$ cat config.mk
export PLATFORM = sky130hd
export DESIGN_NAME = matrix_keypad_scanner_core
export DESIGN_NICKNAME = d
export VERILOG_FILES = /design/src/sv/mks_pkg.sv /design/src/sv/matrix_keypad_scanner_core.sv
export SDC_FILE = /design/constraint.sdc
export NUM_CORES = 1
export LEC_CHECK = 0
export BUFFER_PORTS_ARGS = -buffer_cell sky130_fd_sc_hd__buf_2
export CAP_MARGIN = 15
export CORE_MARGIN = 5
export CORE_UTILIZATION = 60
export DETAILED_ROUTE_END_ITERATION = 10
export PLACE_DENSITY = 0.79
export SYNTH_ARGS = -nofsm -noshare
export SYNTH_HDL_FRONTEND = slang
export SYNTH_SLANG_ARGS = --single-unit
$ cat constraint.sdc
create_clock -name clk -period 4.9 [get_ports clk]
set_input_delay 0.98 -clock clk [delete_from_list [all_inputs] [get_ports clk]]
set_output_delay 0.98 -clock clk [all_outputs]
set_load 0.05 [all_outputs]
$ cat src/sv/mks_pkg.sv
// ----------------------------------------------------------------------------
// mks_pkg: shared types and constants for the matrix keypad scanner
// Payload structs of the sample and result channels, register indexes and
// reset values of the configuration registers, and the debounce counter width.
// ----------------------------------------------------------------------------
package mks_pkg;

	// Width of the debounce counter (8 to 32)
	localparam int COUNT_WIDTH = 16;

	// Row and column line levels
	localparam logic [3:0] ALL_HIGH = 4'hF;
	localparam logic [3:0] ALL_LOW  = 4'h0;

	// Configuration register indexes
	localparam logic [2:0] REG_ROW0_KEYS      = 3'd0;
	localparam logic [2:0] REG_ROW1_KEYS      = 3'd1;
	localparam logic [2:0] REG_ROW2_KEYS      = 3'd2;
	localparam logic [2:0] REG_ROW3_KEYS      = 3'd3;
	localparam logic [2:0] REG_DEBOUNCE_TICKS = 3'd4;

	// Configuration reset values
	localparam logic [31:0] RESET_ROW0_KEYS = 32'd1093874225;
	localparam logic [31:0] RESET_ROW1_KEYS = 32'd1110848820;
	localparam logic [31:0] RESET_ROW2_KEYS = 32'd758724663;
	localparam logic [31:0] RESET_ROW3_KEYS = 32'd1111306282;
	localparam logic [15:0] RESET_DEBOUNCE  = 16'd100;

	// One sample request
	typedef struct packed {
		logic [3:0] column_sense;
		logic       abort;
	} mks_in_t;

	// One result request
	typedef struct packed {
		logic [3:0] row_drive;
		logic       key_valid;
		logic [7:0] key_code;
		logic       aborted;
	} mks_out_t;

endpackage

$ cat src/sv/matrix_keypad_scanner_core.sv
// ----------------------------------------------------------------------------
// matrix_keypad_scanner_core: 4x4 active-low matrix keypad scanner
// One column sample in, one result out: row drive, key strobe and abort strobe.
// ----------------------------------------------------------------------------
// Each accepted sample produces exactly one result in the next cycle. A new sample
// is taken in every cycle, held back only while the result register is full and
// the result side stalls; the scan state machine advances once per sample. The
// column sample is expected to reflect the row drive of the previous result.
// While idle all rows are driven low; a low column starts a probe of one row at
// a time from row 0, the lowest low column of the first hit row selects a byte
// of that row's key map, and the key is reported after release plus
// debounce_ticks samples. Abort is honored only while idle. Configuration is
// written through cfg_wr_en/cfg_index/cfg_data; unknown indexes are ignored.
module matrix_keypad_scanner_core
	import mks_pkg::*;
(
	input  logic        clk,
	input  logic        arst_n,
	// sample channel
	input  logic        sample_valid,
	output logic        sample_stall,
	input  mks_in_t     sample,
	// result channel
	output logic        result_valid,
	input  logic        result_stall,
	output mks_out_t    result,
	// configuration write port
	input  logic        cfg_wr_en,
	input  logic [2:0]  cfg_index,
	input  logic [31:0] cfg_data
);

	localparam logic [1:0] PH_IDLE    = 2'd0;
	localparam logic [1:0] PH_PROBE   = 2'd1;
	localparam logic [1:0] PH_RELEASE = 2'd2;
	localparam logic [1:0] PH_SETTLE  = 2'd3;

	localparam logic [32:0] COUNT_MAX = (33'd1 << COUNT_WIDTH) - 33'd1;

	// configuration registers
	logic [31:0] row_keys_q [4];
	logic [15:0] debounce_ticks_q;

	// scan state
	logic [1:0]             phase_q;
	logic [1:0]             probe_row_q;
	logic [7:0]             held_code_q;
	logic [COUNT_WIDTH-1:0] settle_count_q;

	// result register
	logic     result_valid_q;
	mks_out_t result_q;

	logic accept;

	// next-state and result logic
	logic [1:0]             phase_d;
	logic [1:0]             probe_row_d;
	logic [7:0]             held_code_d;
	logic [COUNT_WIDTH-1:0] settle_count_d;
	mks_out_t               result_d;

	logic [1:0]             low_col;
	logic [31:0]            row_map;
	logic [32:0]            load;
	logic [COUNT_WIDTH-1:0] count_dec;
	logic                   report;

	// Take a sample whenever the result register is free or being drained
	assign sample_stall = result_valid_q && result_stall;
	assign accept       = sample_valid && !sample_stall;

	assign result_valid = result_valid_q;
	assign result       = result_q;

	// Lowest low column of the sample
	always_comb begin
		if (!sample.column_sense[0]) begin
			low_col = 2'd0;
		end else if (!sample.column_sense[1]) begin
			low_col = 2'd1;
		end else if (!sample.column_sense[2]) begin
			low_col = 2'd2;
		end else begin
			low_col = 2'd3;
		end
	end

	assign row_map = row_keys_q[probe_row_q];

	// Saturate the debounce load to the counter width
	always_comb begin
		load = {17'd0, debounce_ticks_q};
		if (load > COUNT_MAX) begin
			load = COUNT_MAX;
		end
	end

	assign count_dec = (settle_count_q != '0) ? settle_count_q - 1'b1 : settle_count_q;

	// Advance the scan by one sample
	always_comb begin
		phase_d            = phase_q;
		probe_row_d        = probe_row_q;
		held_code_d        = held_code_q;
		settle_count_d     = settle_count_q;
		result_d.row_drive = ALL_LOW;
		result_d.key_valid = 1'b0;
		result_d.key_code  = 8'd0;
		result_d.aborted   = 1'b0;
		report             = 1'b0;

		case (phase_q)
			PH_IDLE: begin
				if (sample.abort) begin
					result_d.aborted = 1'b1;
				end else if (sample.column_sense != ALL_HIGH) begin
					phase_d            = PH_PROBE;
					probe_row_d        = 2'd0;
					result_d.row_drive = 4'b1110;
				end
			end
			PH_PROBE: begin
				if (sample.column_sense != ALL_HIGH) begin
					held_code_d = row_map[{low_col, 3'b000} +: 8];
					phase_d     = PH_RELEASE;
				end else if (probe_row_q == 2'd3) begin
					phase_d     = PH_IDLE;
					probe_row_d = 2'd0;
				end else begin
					probe_row_d        = probe_row_q + 2'd1;
					result_d.row_drive = ~(4'b0001 << probe_row_d);
				end
			end
			PH_RELEASE: begin
				if (sample.column_sense == ALL_HIGH) begin
					if (load == 33'd0) begin
						report = 1'b1;
					end else begin
						settle_count_d = load[COUNT_WIDTH-1:0];
						phase_d        = PH_SETTLE;
					end
				end
			end
			default: begin
				settle_count_d = count_dec;
				if (count_dec == '0) begin
					report = 1'b1;
				end
			end
		endcase

		// Report the held key and drop back to idle
		if (report) begin
			result_d.key_valid = 1'b1;
			result_d.key_code  = held_code_q;
			phase_d            = PH_IDLE;
			probe_row_d        = 2'd0;
			settle_count_d     = '0;
		end
	end

	// Hold configuration registers
	always_ff @(posedge clk or negedge arst_n) begin
		if (!arst_n) begin
			row_keys_q[0]    <= RESET_ROW0_KEYS;
			row_keys_q[1]    <= RESET_ROW1_KEYS;
			row_keys_q[2]    <= RESET_ROW2_KEYS;
			row_keys_q[3]    <= RESET_ROW3_KEYS;
			debounce_ticks_q <= RESET_DEBOUNCE;
		end else if (cfg_wr_en) begin
			case (cfg_index)
				REG_ROW0_KEYS:      row_keys_q[0]    <= cfg_data;
				REG_ROW1_KEYS:      row_keys_q[1]    <= cfg_data;
				REG_ROW2_KEYS:      row_keys_q[2]    <= cfg_data;
				REG_ROW3_KEYS:      row_keys_q[3]    <= cfg_data;
				REG_DEBOUNCE_TICKS: debounce_ticks_q <= cfg_data[15:0];
				default: ;
			endcase
		end
	end

	// Update scan state on each accepted sample
	always_ff @(posedge clk or negedge arst_n) begin
		if (!arst_n) begin
			phase_q        <= PH_IDLE;
			probe_row_q    <= 2'd0;
			held_code_q    <= 8'd0;
			settle_count_q <= '0;
		end else if (accept) begin
			phase_q        <= phase_d;
			probe_row_q    <= probe_row_d;
			held_code_q    <= held_code_d;
			settle_count_q <= settle_count_d;
		end
	end

	// Result register valid flag
	always_ff @(posedge clk or negedge arst_n) begin
		if (!arst_n) begin
			result_valid_q <= 1'b0;
		end else if (accept) begin
			result_valid_q <= 1'b1;
		end else if (!result_stall) begin
			result_valid_q <= 1'b0;
		end
	end

	// Result register payload
	always_ff @(posedge clk) begin
		if (accept) begin
			result_q <= result_d;
		end
	end

endmodule

After elaboration in Yosys (flattened, before gate mapping)
Cells that the tools add are included.
{"block": "word_totals", "register_bits": 187, "in_bits": 45, "out_inout_bits": 16, "wordCells": 96}
{"block": "classes", "add_sub_neg": 2, "magnitude_cmp": 1, "eq_ne": 17, "shift": 2, "mux": 38, "bitwise_logic": 2, "n_reduce_logical": 20}
{"op": "32-bit binary-select mux with 2-bit select", "count": 1}
{"op": "16-bit two-way mux", "count": 4}
{"op": "32-bit two-way mux", "count": 2}
{"op": "33-bit zero test", "count": 1}
{"op": "16-bit case mux with 2 select lines", "count": 1}
{"op": "32-bit by 6-bit variable part select with 8-bit output", "count": 1}
{"op": "2-bit two-way mux", "count": 14}
{"op": "16-bit zero test", "count": 1}
{"op": "4-bit two-way mux", "count": 4}
{"op": "16-bit nonzero test", "count": 1}
{"op": "16-bit by 1-bit subtractor with 16-bit output (second input constant)", "count": 1}
{"op": "3-bit inequality test (second input constant)", "count": 5}
{"op": "2-bit AND reduction", "count": 5}
{"op": "9-bit two-way mux", "count": 1}
{"op": "4-bit inequality test (second input constant)", "count": 2}
{"op": "4-bit case mux with 2 select lines", "count": 1}
{"op": "1-bit two-way mux", "count": 7}
{"op": "7-bit AND reduction", "count": 1}
{"op": "3-bit by 2-bit equality test with 1-bit output (second input constant)", "count": 2}
{"op": "2-bit case mux with 3 select lines", "count": 1}
{"op": "5-bit AND reduction", "count": 1}
{"op": "2-bit equality test (second input constant)", "count": 2}
{"op": "4-bit equality test (second input constant)", "count": 1}
{"op": "2-bit by 1-bit inequality test with 1-bit output (second input constant)", "count": 2}
{"op": "other kinds (19)", "count": 20}

Depth between registers and ports, before layout
{"block": "depth", "depth_word": 7, "mapped_depth": 12, "mapped_depth_nobuf": 10}

Worst setup path before layout
No wires, ideal clock.
{"block": "synth_timing", "path_kind": "input port to flip-flop", "from": "input sample[1] in the netlist's numbering", "to": "register settle_count_q[12]", "setup_time_ns": 0.125, "t_arrival_ns": 3.101, "t_required_ns": 4.775, "path_slack_ns": 1.674, "stages": 8, "n_path_buf": 2, "cell_sequence": "buf_2 -> nand4_1 -> nor2_1 -> nor4b_1 -> o21ai_0 -> o21a_2 -> buf_6 -> mux2_4"}
{"block": "synth_via", "elab_chain_cells": 5, "word_cells_on_any_way": 8, "cone_classes": "4 x eq/ne; 3 x mux; 1 x reduce/logical"}
{"item": "start, declared", "line": "matrix_keypad_scanner_core.sv:22", "source": "input mks_in_t sample,"}
{"item": "4-bit equality test (*)", "line": "matrix_keypad_scanner_core.sv:136", "source": "if (sample.column_sense == ALL_HIGH) begin"}
{"item": "1-bit two-way mux", "line": "matrix_keypad_scanner_core.sv:136"}
{"item": "1-bit case mux with 2 select lines", "line": "matrix_keypad_scanner_core.sv:113", "source": "case (phase_q)"}
{"item": "3-bit inequality test (no source line) / 2-bit by 1-bit inequality test with 1-bit output (equally long branches)"}
{"item": "4-bit AND reduction (no source line)"}
{"item": "end signal, assigned", "line": "matrix_keypad_scanner_core.sv:194", "source": "settle_count_q <= settle_count_d;"}
{"item": "end, declared", "line": "matrix_keypad_scanner_core.sv:48", "source": "logic [COUNT_WIDTH-1:0] settle_count_q;"}
Every way passes the cells marked *; elsewhere a longest branch is shown, timed or not.
A chain may end at the register's enable or synchronous reset.

Worst setup path after layout
{"block": "layout_timing", "from": "register settle_count_q[8]", "to": "register settle_count_q[6]"}
{"block": "layout_via", "elab_chain_cells": 7, "word_cells_on_any_way": 12, "cone_classes": "1 x add/sub; 3 x eq/ne; 5 x mux; 3 x reduce/logical"}
{"item": "16-bit by 1-bit subtractor with 16-bit output / 16-bit nonzero test (equally long branches)", "line": "matrix_keypad_scanner_core.sv:99", "source": "assign count_dec = (settle_count_q != '0) ? settle_count_q - 1'b1 : settle_count_q;"}
{"item": "16-bit two-way mux (*)", "line": "matrix_keypad_scanner_core.sv:99"}
{"item": "16-bit zero test", "line": "matrix_keypad_scanner_core.sv:147", "source": "if (count_dec == '0) begin"}
{"item": "1-bit two-way mux", "line": "matrix_keypad_scanner_core.sv:147"}
{"item": "1-bit case mux with 2 select lines", "line": "matrix_keypad_scanner_core.sv:113"}
{"item": "3-bit inequality test (no source line) / 2-bit by 1-bit inequality test with 1-bit output (equally long branches)"}
{"item": "4-bit AND reduction (no source line)"}
Marks and branches as above.

==> impl_metrics.py <==
metrics = {
    "critical_path": {
        "rr_endpoint": "settle_count_q[6]$_DFFE_PN0P_",
        "reg2regPathDepth": 8,
        "r2r-start": "settle_count_q[8]$_DFFE_PN0P_",
        "cp_top_family": "simple AND/OR/NAND/NOR gates",
        "crit_path_max_incr_delay_ns": 0.76,
        "ff2ff_setup_slack_ns": 1.25,
        "critPathBufInv": 1,
        "cp-start-kind": "flip-flop",
        "path_max_fanout": 15,
        "critPathRequiredTime_ns": 5.22,
        "crit_chain": "nor4_1 > nand3_1 > or4_4 > a2111oi_1 > a31oi_1 > inv_2 > nor2_1 > mux2_4",
        "cp_slowest_cell": "nor4_1",
        "critPathKind": "reg -> reg",
        "worstSetupEndpointType": "flip-flop",
        "arrival_ns": 3.97,
    },
    "synthesis": {
        "synth_area_mm2": 0.00925,
        "synthFlopType": "dfrtp_1",
        "netlist-cell-type-count": 68,
        "async_flop_share_pct": 92.5,
        "synth_cells": 689,
        "synth_edf_count": 14,
        "synthesis.nets": 743,
        "synth_area_per_cell_um2": 13.4,
        "ys_ff_latch": 187,
        "ys_warn_count": 0,
        "yosysSeqAreaShare_pct": 52.1,
    },
    "global_routing": {
        "groute.usage.overall_pct": 24.6,
        "overflow": 0,
        "antenna_found_initial": 1,
        "grt_max_degree": 106,
        "grt_pass1_vias": 6245,
        "grt_pass1_wl_um": 34100,
    },
    "cells_and_area": {
        "drive_gt1_share_pct": 48.7,
        "multi_input_area_mm2": 0.00416,
        "syn2layout_area_growth_pct": 10.8,
        "num-nets-final": 788,
        "register_area_mm2": 0.00482,
        "diodes": 0,
        "final_core_util_pct": 67.7,
        "fillCellCount": 1045,
        "postLayoutCellArea_mm2": 0.0102,
    },
    "route": {
        "drtAntennaViolNets": 0,
        "routed_wl_um": 21100,
        "firstDrtPassIters": 5,
        "avgRoutedWirePerCell_um": 22.5,
        "vias_per_cell": 6.44,
        "vias": 6025,
        "initialDrtViolationCount": 615,
        "drc": 0,
    },
    "place": {
        "dpl-instance-area_mm2": 0.00965,
        "port_buffers": 60,
        "gp_congestion": 0.969,
        "dpl_worst_slack_ns": 1.31,
        "hpwl_um": 14500,
    },
    "sta": {
        "slew_headroom_pct": 26.5,
        "tns_ns": 0,
        "grt_setup_unrepaired": "no",
        "fmax_mhz": 274,
        "whs_ns": 0.477,
        "period_share_pct": 74.6,
        "finalHoldViolations": 0,
        "report.final.slew_viol_count": 0,
        "fin_crit_ns": 3.65,
        "setup_violations": 0,
        "fin_skew_ns": 0.00867,
        "worst_pin_slew_ns": 1.10,
        "fin_ws_ns": 1.25,
    },
    "min_path": {
        "holdPathStages": 2,
        "hold_class": "reg -> reg",
        "hold_start": "held_code_q[1]$_DFFE_PN0P_",
        "hold_end": "held_code_q[1]$_DFFE_PN0P_",
    },
    "clock_network": {
        "insertion_delay_ns": 0.43,
        "ctsResizeCount": 0,
        "cts_sinks": 187,
        "cts_hold_buffers": 0,
        "cts_buffers": 17,
        "clk_path_buf_depth": 2,
        "path_clk_slew_ns": 0.07,
        "cts-root-buf": "clkbuf_16",
        "cts-htree-levels": 4,
        "postCtsSetupBuffers": 0,
        "cts_tree": "done",
    },
    "status": {
        "status": "finished, final reports clean",
    },
    "power_and_ir_drop": {
        "clkPwrFrac_pct": 26.5,
        "p_sw_share_pct": 32.1,
        "ir_drop_uv": 354,
        "seqPwrFrac_pct": 44.0,
        "p_int_uw": 3560,
        "p_per_area_mw_per_mm2": 511,
        "p_comb_share_pct": 29.5,
        "p_leak_uw": 0.00416,
        "switchingPower_uw": 1680,
    },
    "floorplan": {
        "fp.dieH_um": 134,
        "fp-row-count": 45,
        "fp.dieW_um": 134,
        "coreArea_mm2": 0.0151,
        "pin_count": 61,
        "initial_core_util_pct": 61.1,
        "die_area_mm2": 0.0180,
    },
    "job": {
        "cap_viol_max_count": 0,
    },
}
[cell usage after synthesis, types with 8 or more instances]
master      n  share of area (%)
dfstp_2    56                 16
and2_1      9               0.61
nand3_1    13               0.70
a21oi_1    16               0.87
nand2_1    33                1.3
inv_1      13               0.53
dfrtp_1   117                 32
nor2_1     25                1.0
nor4_1     13               0.88
ha_1        9                1.2
edfxtp_1   14                4.5
o21ai_0    23                1.2
clkbuf_1   23               0.93
mux2i_1    16                1.7
nor3_1     18               0.97
mux4_2     33                8.0
mux2_2    147                 18
buf_1       8               0.32
[worst min-delay path: stages, from the launching register on]
cell,delay (ns)
dfrtp_1,0.34
nand2_1,0.05
o21ai_0,0.06
[final cells by class]
type	count	share of cell area, %
tap	188	2.30
multi-input combinational	444	40.6
sequential	187	47.0
timing repair buffer	70	3.72
clock inverter	14	1.56
inverter	14	0.513
clock buffer	18	4.29
[cells in the final DEF (no fill, tap or decap), types with 17 or more instances in the layout]
| cell | instances |
|---|---|
| buf_2 | 59 |
| clkbuf_16 | 17 |
| dfrtp_1 | 116 |
| dfstp_2 | 56 |
| mux2_2 | 147 |
| mux4_2 | 33 |
| nand2_1 | 33 |
| nor2_1 | 24 |
| nor3_1 | 17 |
| o21ai_0 | 23 |
[logic make-up (layout without fill, tap and decap cells)]
logic type                 after synthesis  after routing  synth area share, %
AOI/OAI and AO/OA                       81             81                 6.14
xor gates and xnor gates                 3              3                0.284
adders and majority gates                9              9                 1.22
buffers and inverters                   58            116                 3.15
DFF                                    187            187                 52.1
muxes                                  200            200                 28.3
and+or+nand+nor                        151            151                 8.82
[worst max path at each step]
stage,startpoint,cells after the start,to,slack (ns)
after floorplan,sample[1],8,settle_count_q[12]$_DFFE_PN0P_,1.67
after global placement,sample[1],8,settle_count_q[2]$_DFFE_PN0P_,1.29
after detailed placement,sample[1],8,settle_count_q[2]$_DFFE_PN0P_,1.31
after CTS,settle_count_q[8]$_DFFE_PN0P_,8,settle_count_q[6]$_DFFE_PN0P_,1.34
after global routing,settle_count_q[8]$_DFFE_PN0P_,8,settle_count_q[6]$_DFFE_PN0P_,0.99
final,settle_count_q[8]$_DFFE_PN0P_,8,settle_count_q[6]$_DFFE_PN0P_,1.25
[through the flow]
step                      power (uW)  cells
final                           5240    935
after global routing            5510    935
after CTS                       5250    935
after detailed placement        3850    903
after global placement          3780    903
after floorplan                 3410    689
[flip-flops by register name, summed over array words and instances, names as in the netlist]
name              count
result               14
held_code_q           8
phase_q               2
row_keys_q          128
probe_row_q           2
settle_count_q       16
debounce_ticks_q     16
result_valid          1
[power groups by stage]
stage                     combinational [uW]  sequential [uW]  clock, uW
after floorplan                         1220             2180          0
after global routing                    1670             2350       1480
final                                   1540             2300       1390
after global placement                  1490             2290          0
after CTS                               1540             2300       1410
after detailed placement                1530             2320          0
[per-layer routing]
metal / GRT usage, % / share of wire (%) / up-vias
li1: - / - / 2668
met1: 34.3 / 44 / 3110
met2: 38.6 / 48 / 195
met3: 5.10 / 4.9 / 50
met4: 8.77 / 3.2 / 2
met5: 0 / 0.062 / -
Note: power is estimated with default switching activity, not from simulation.
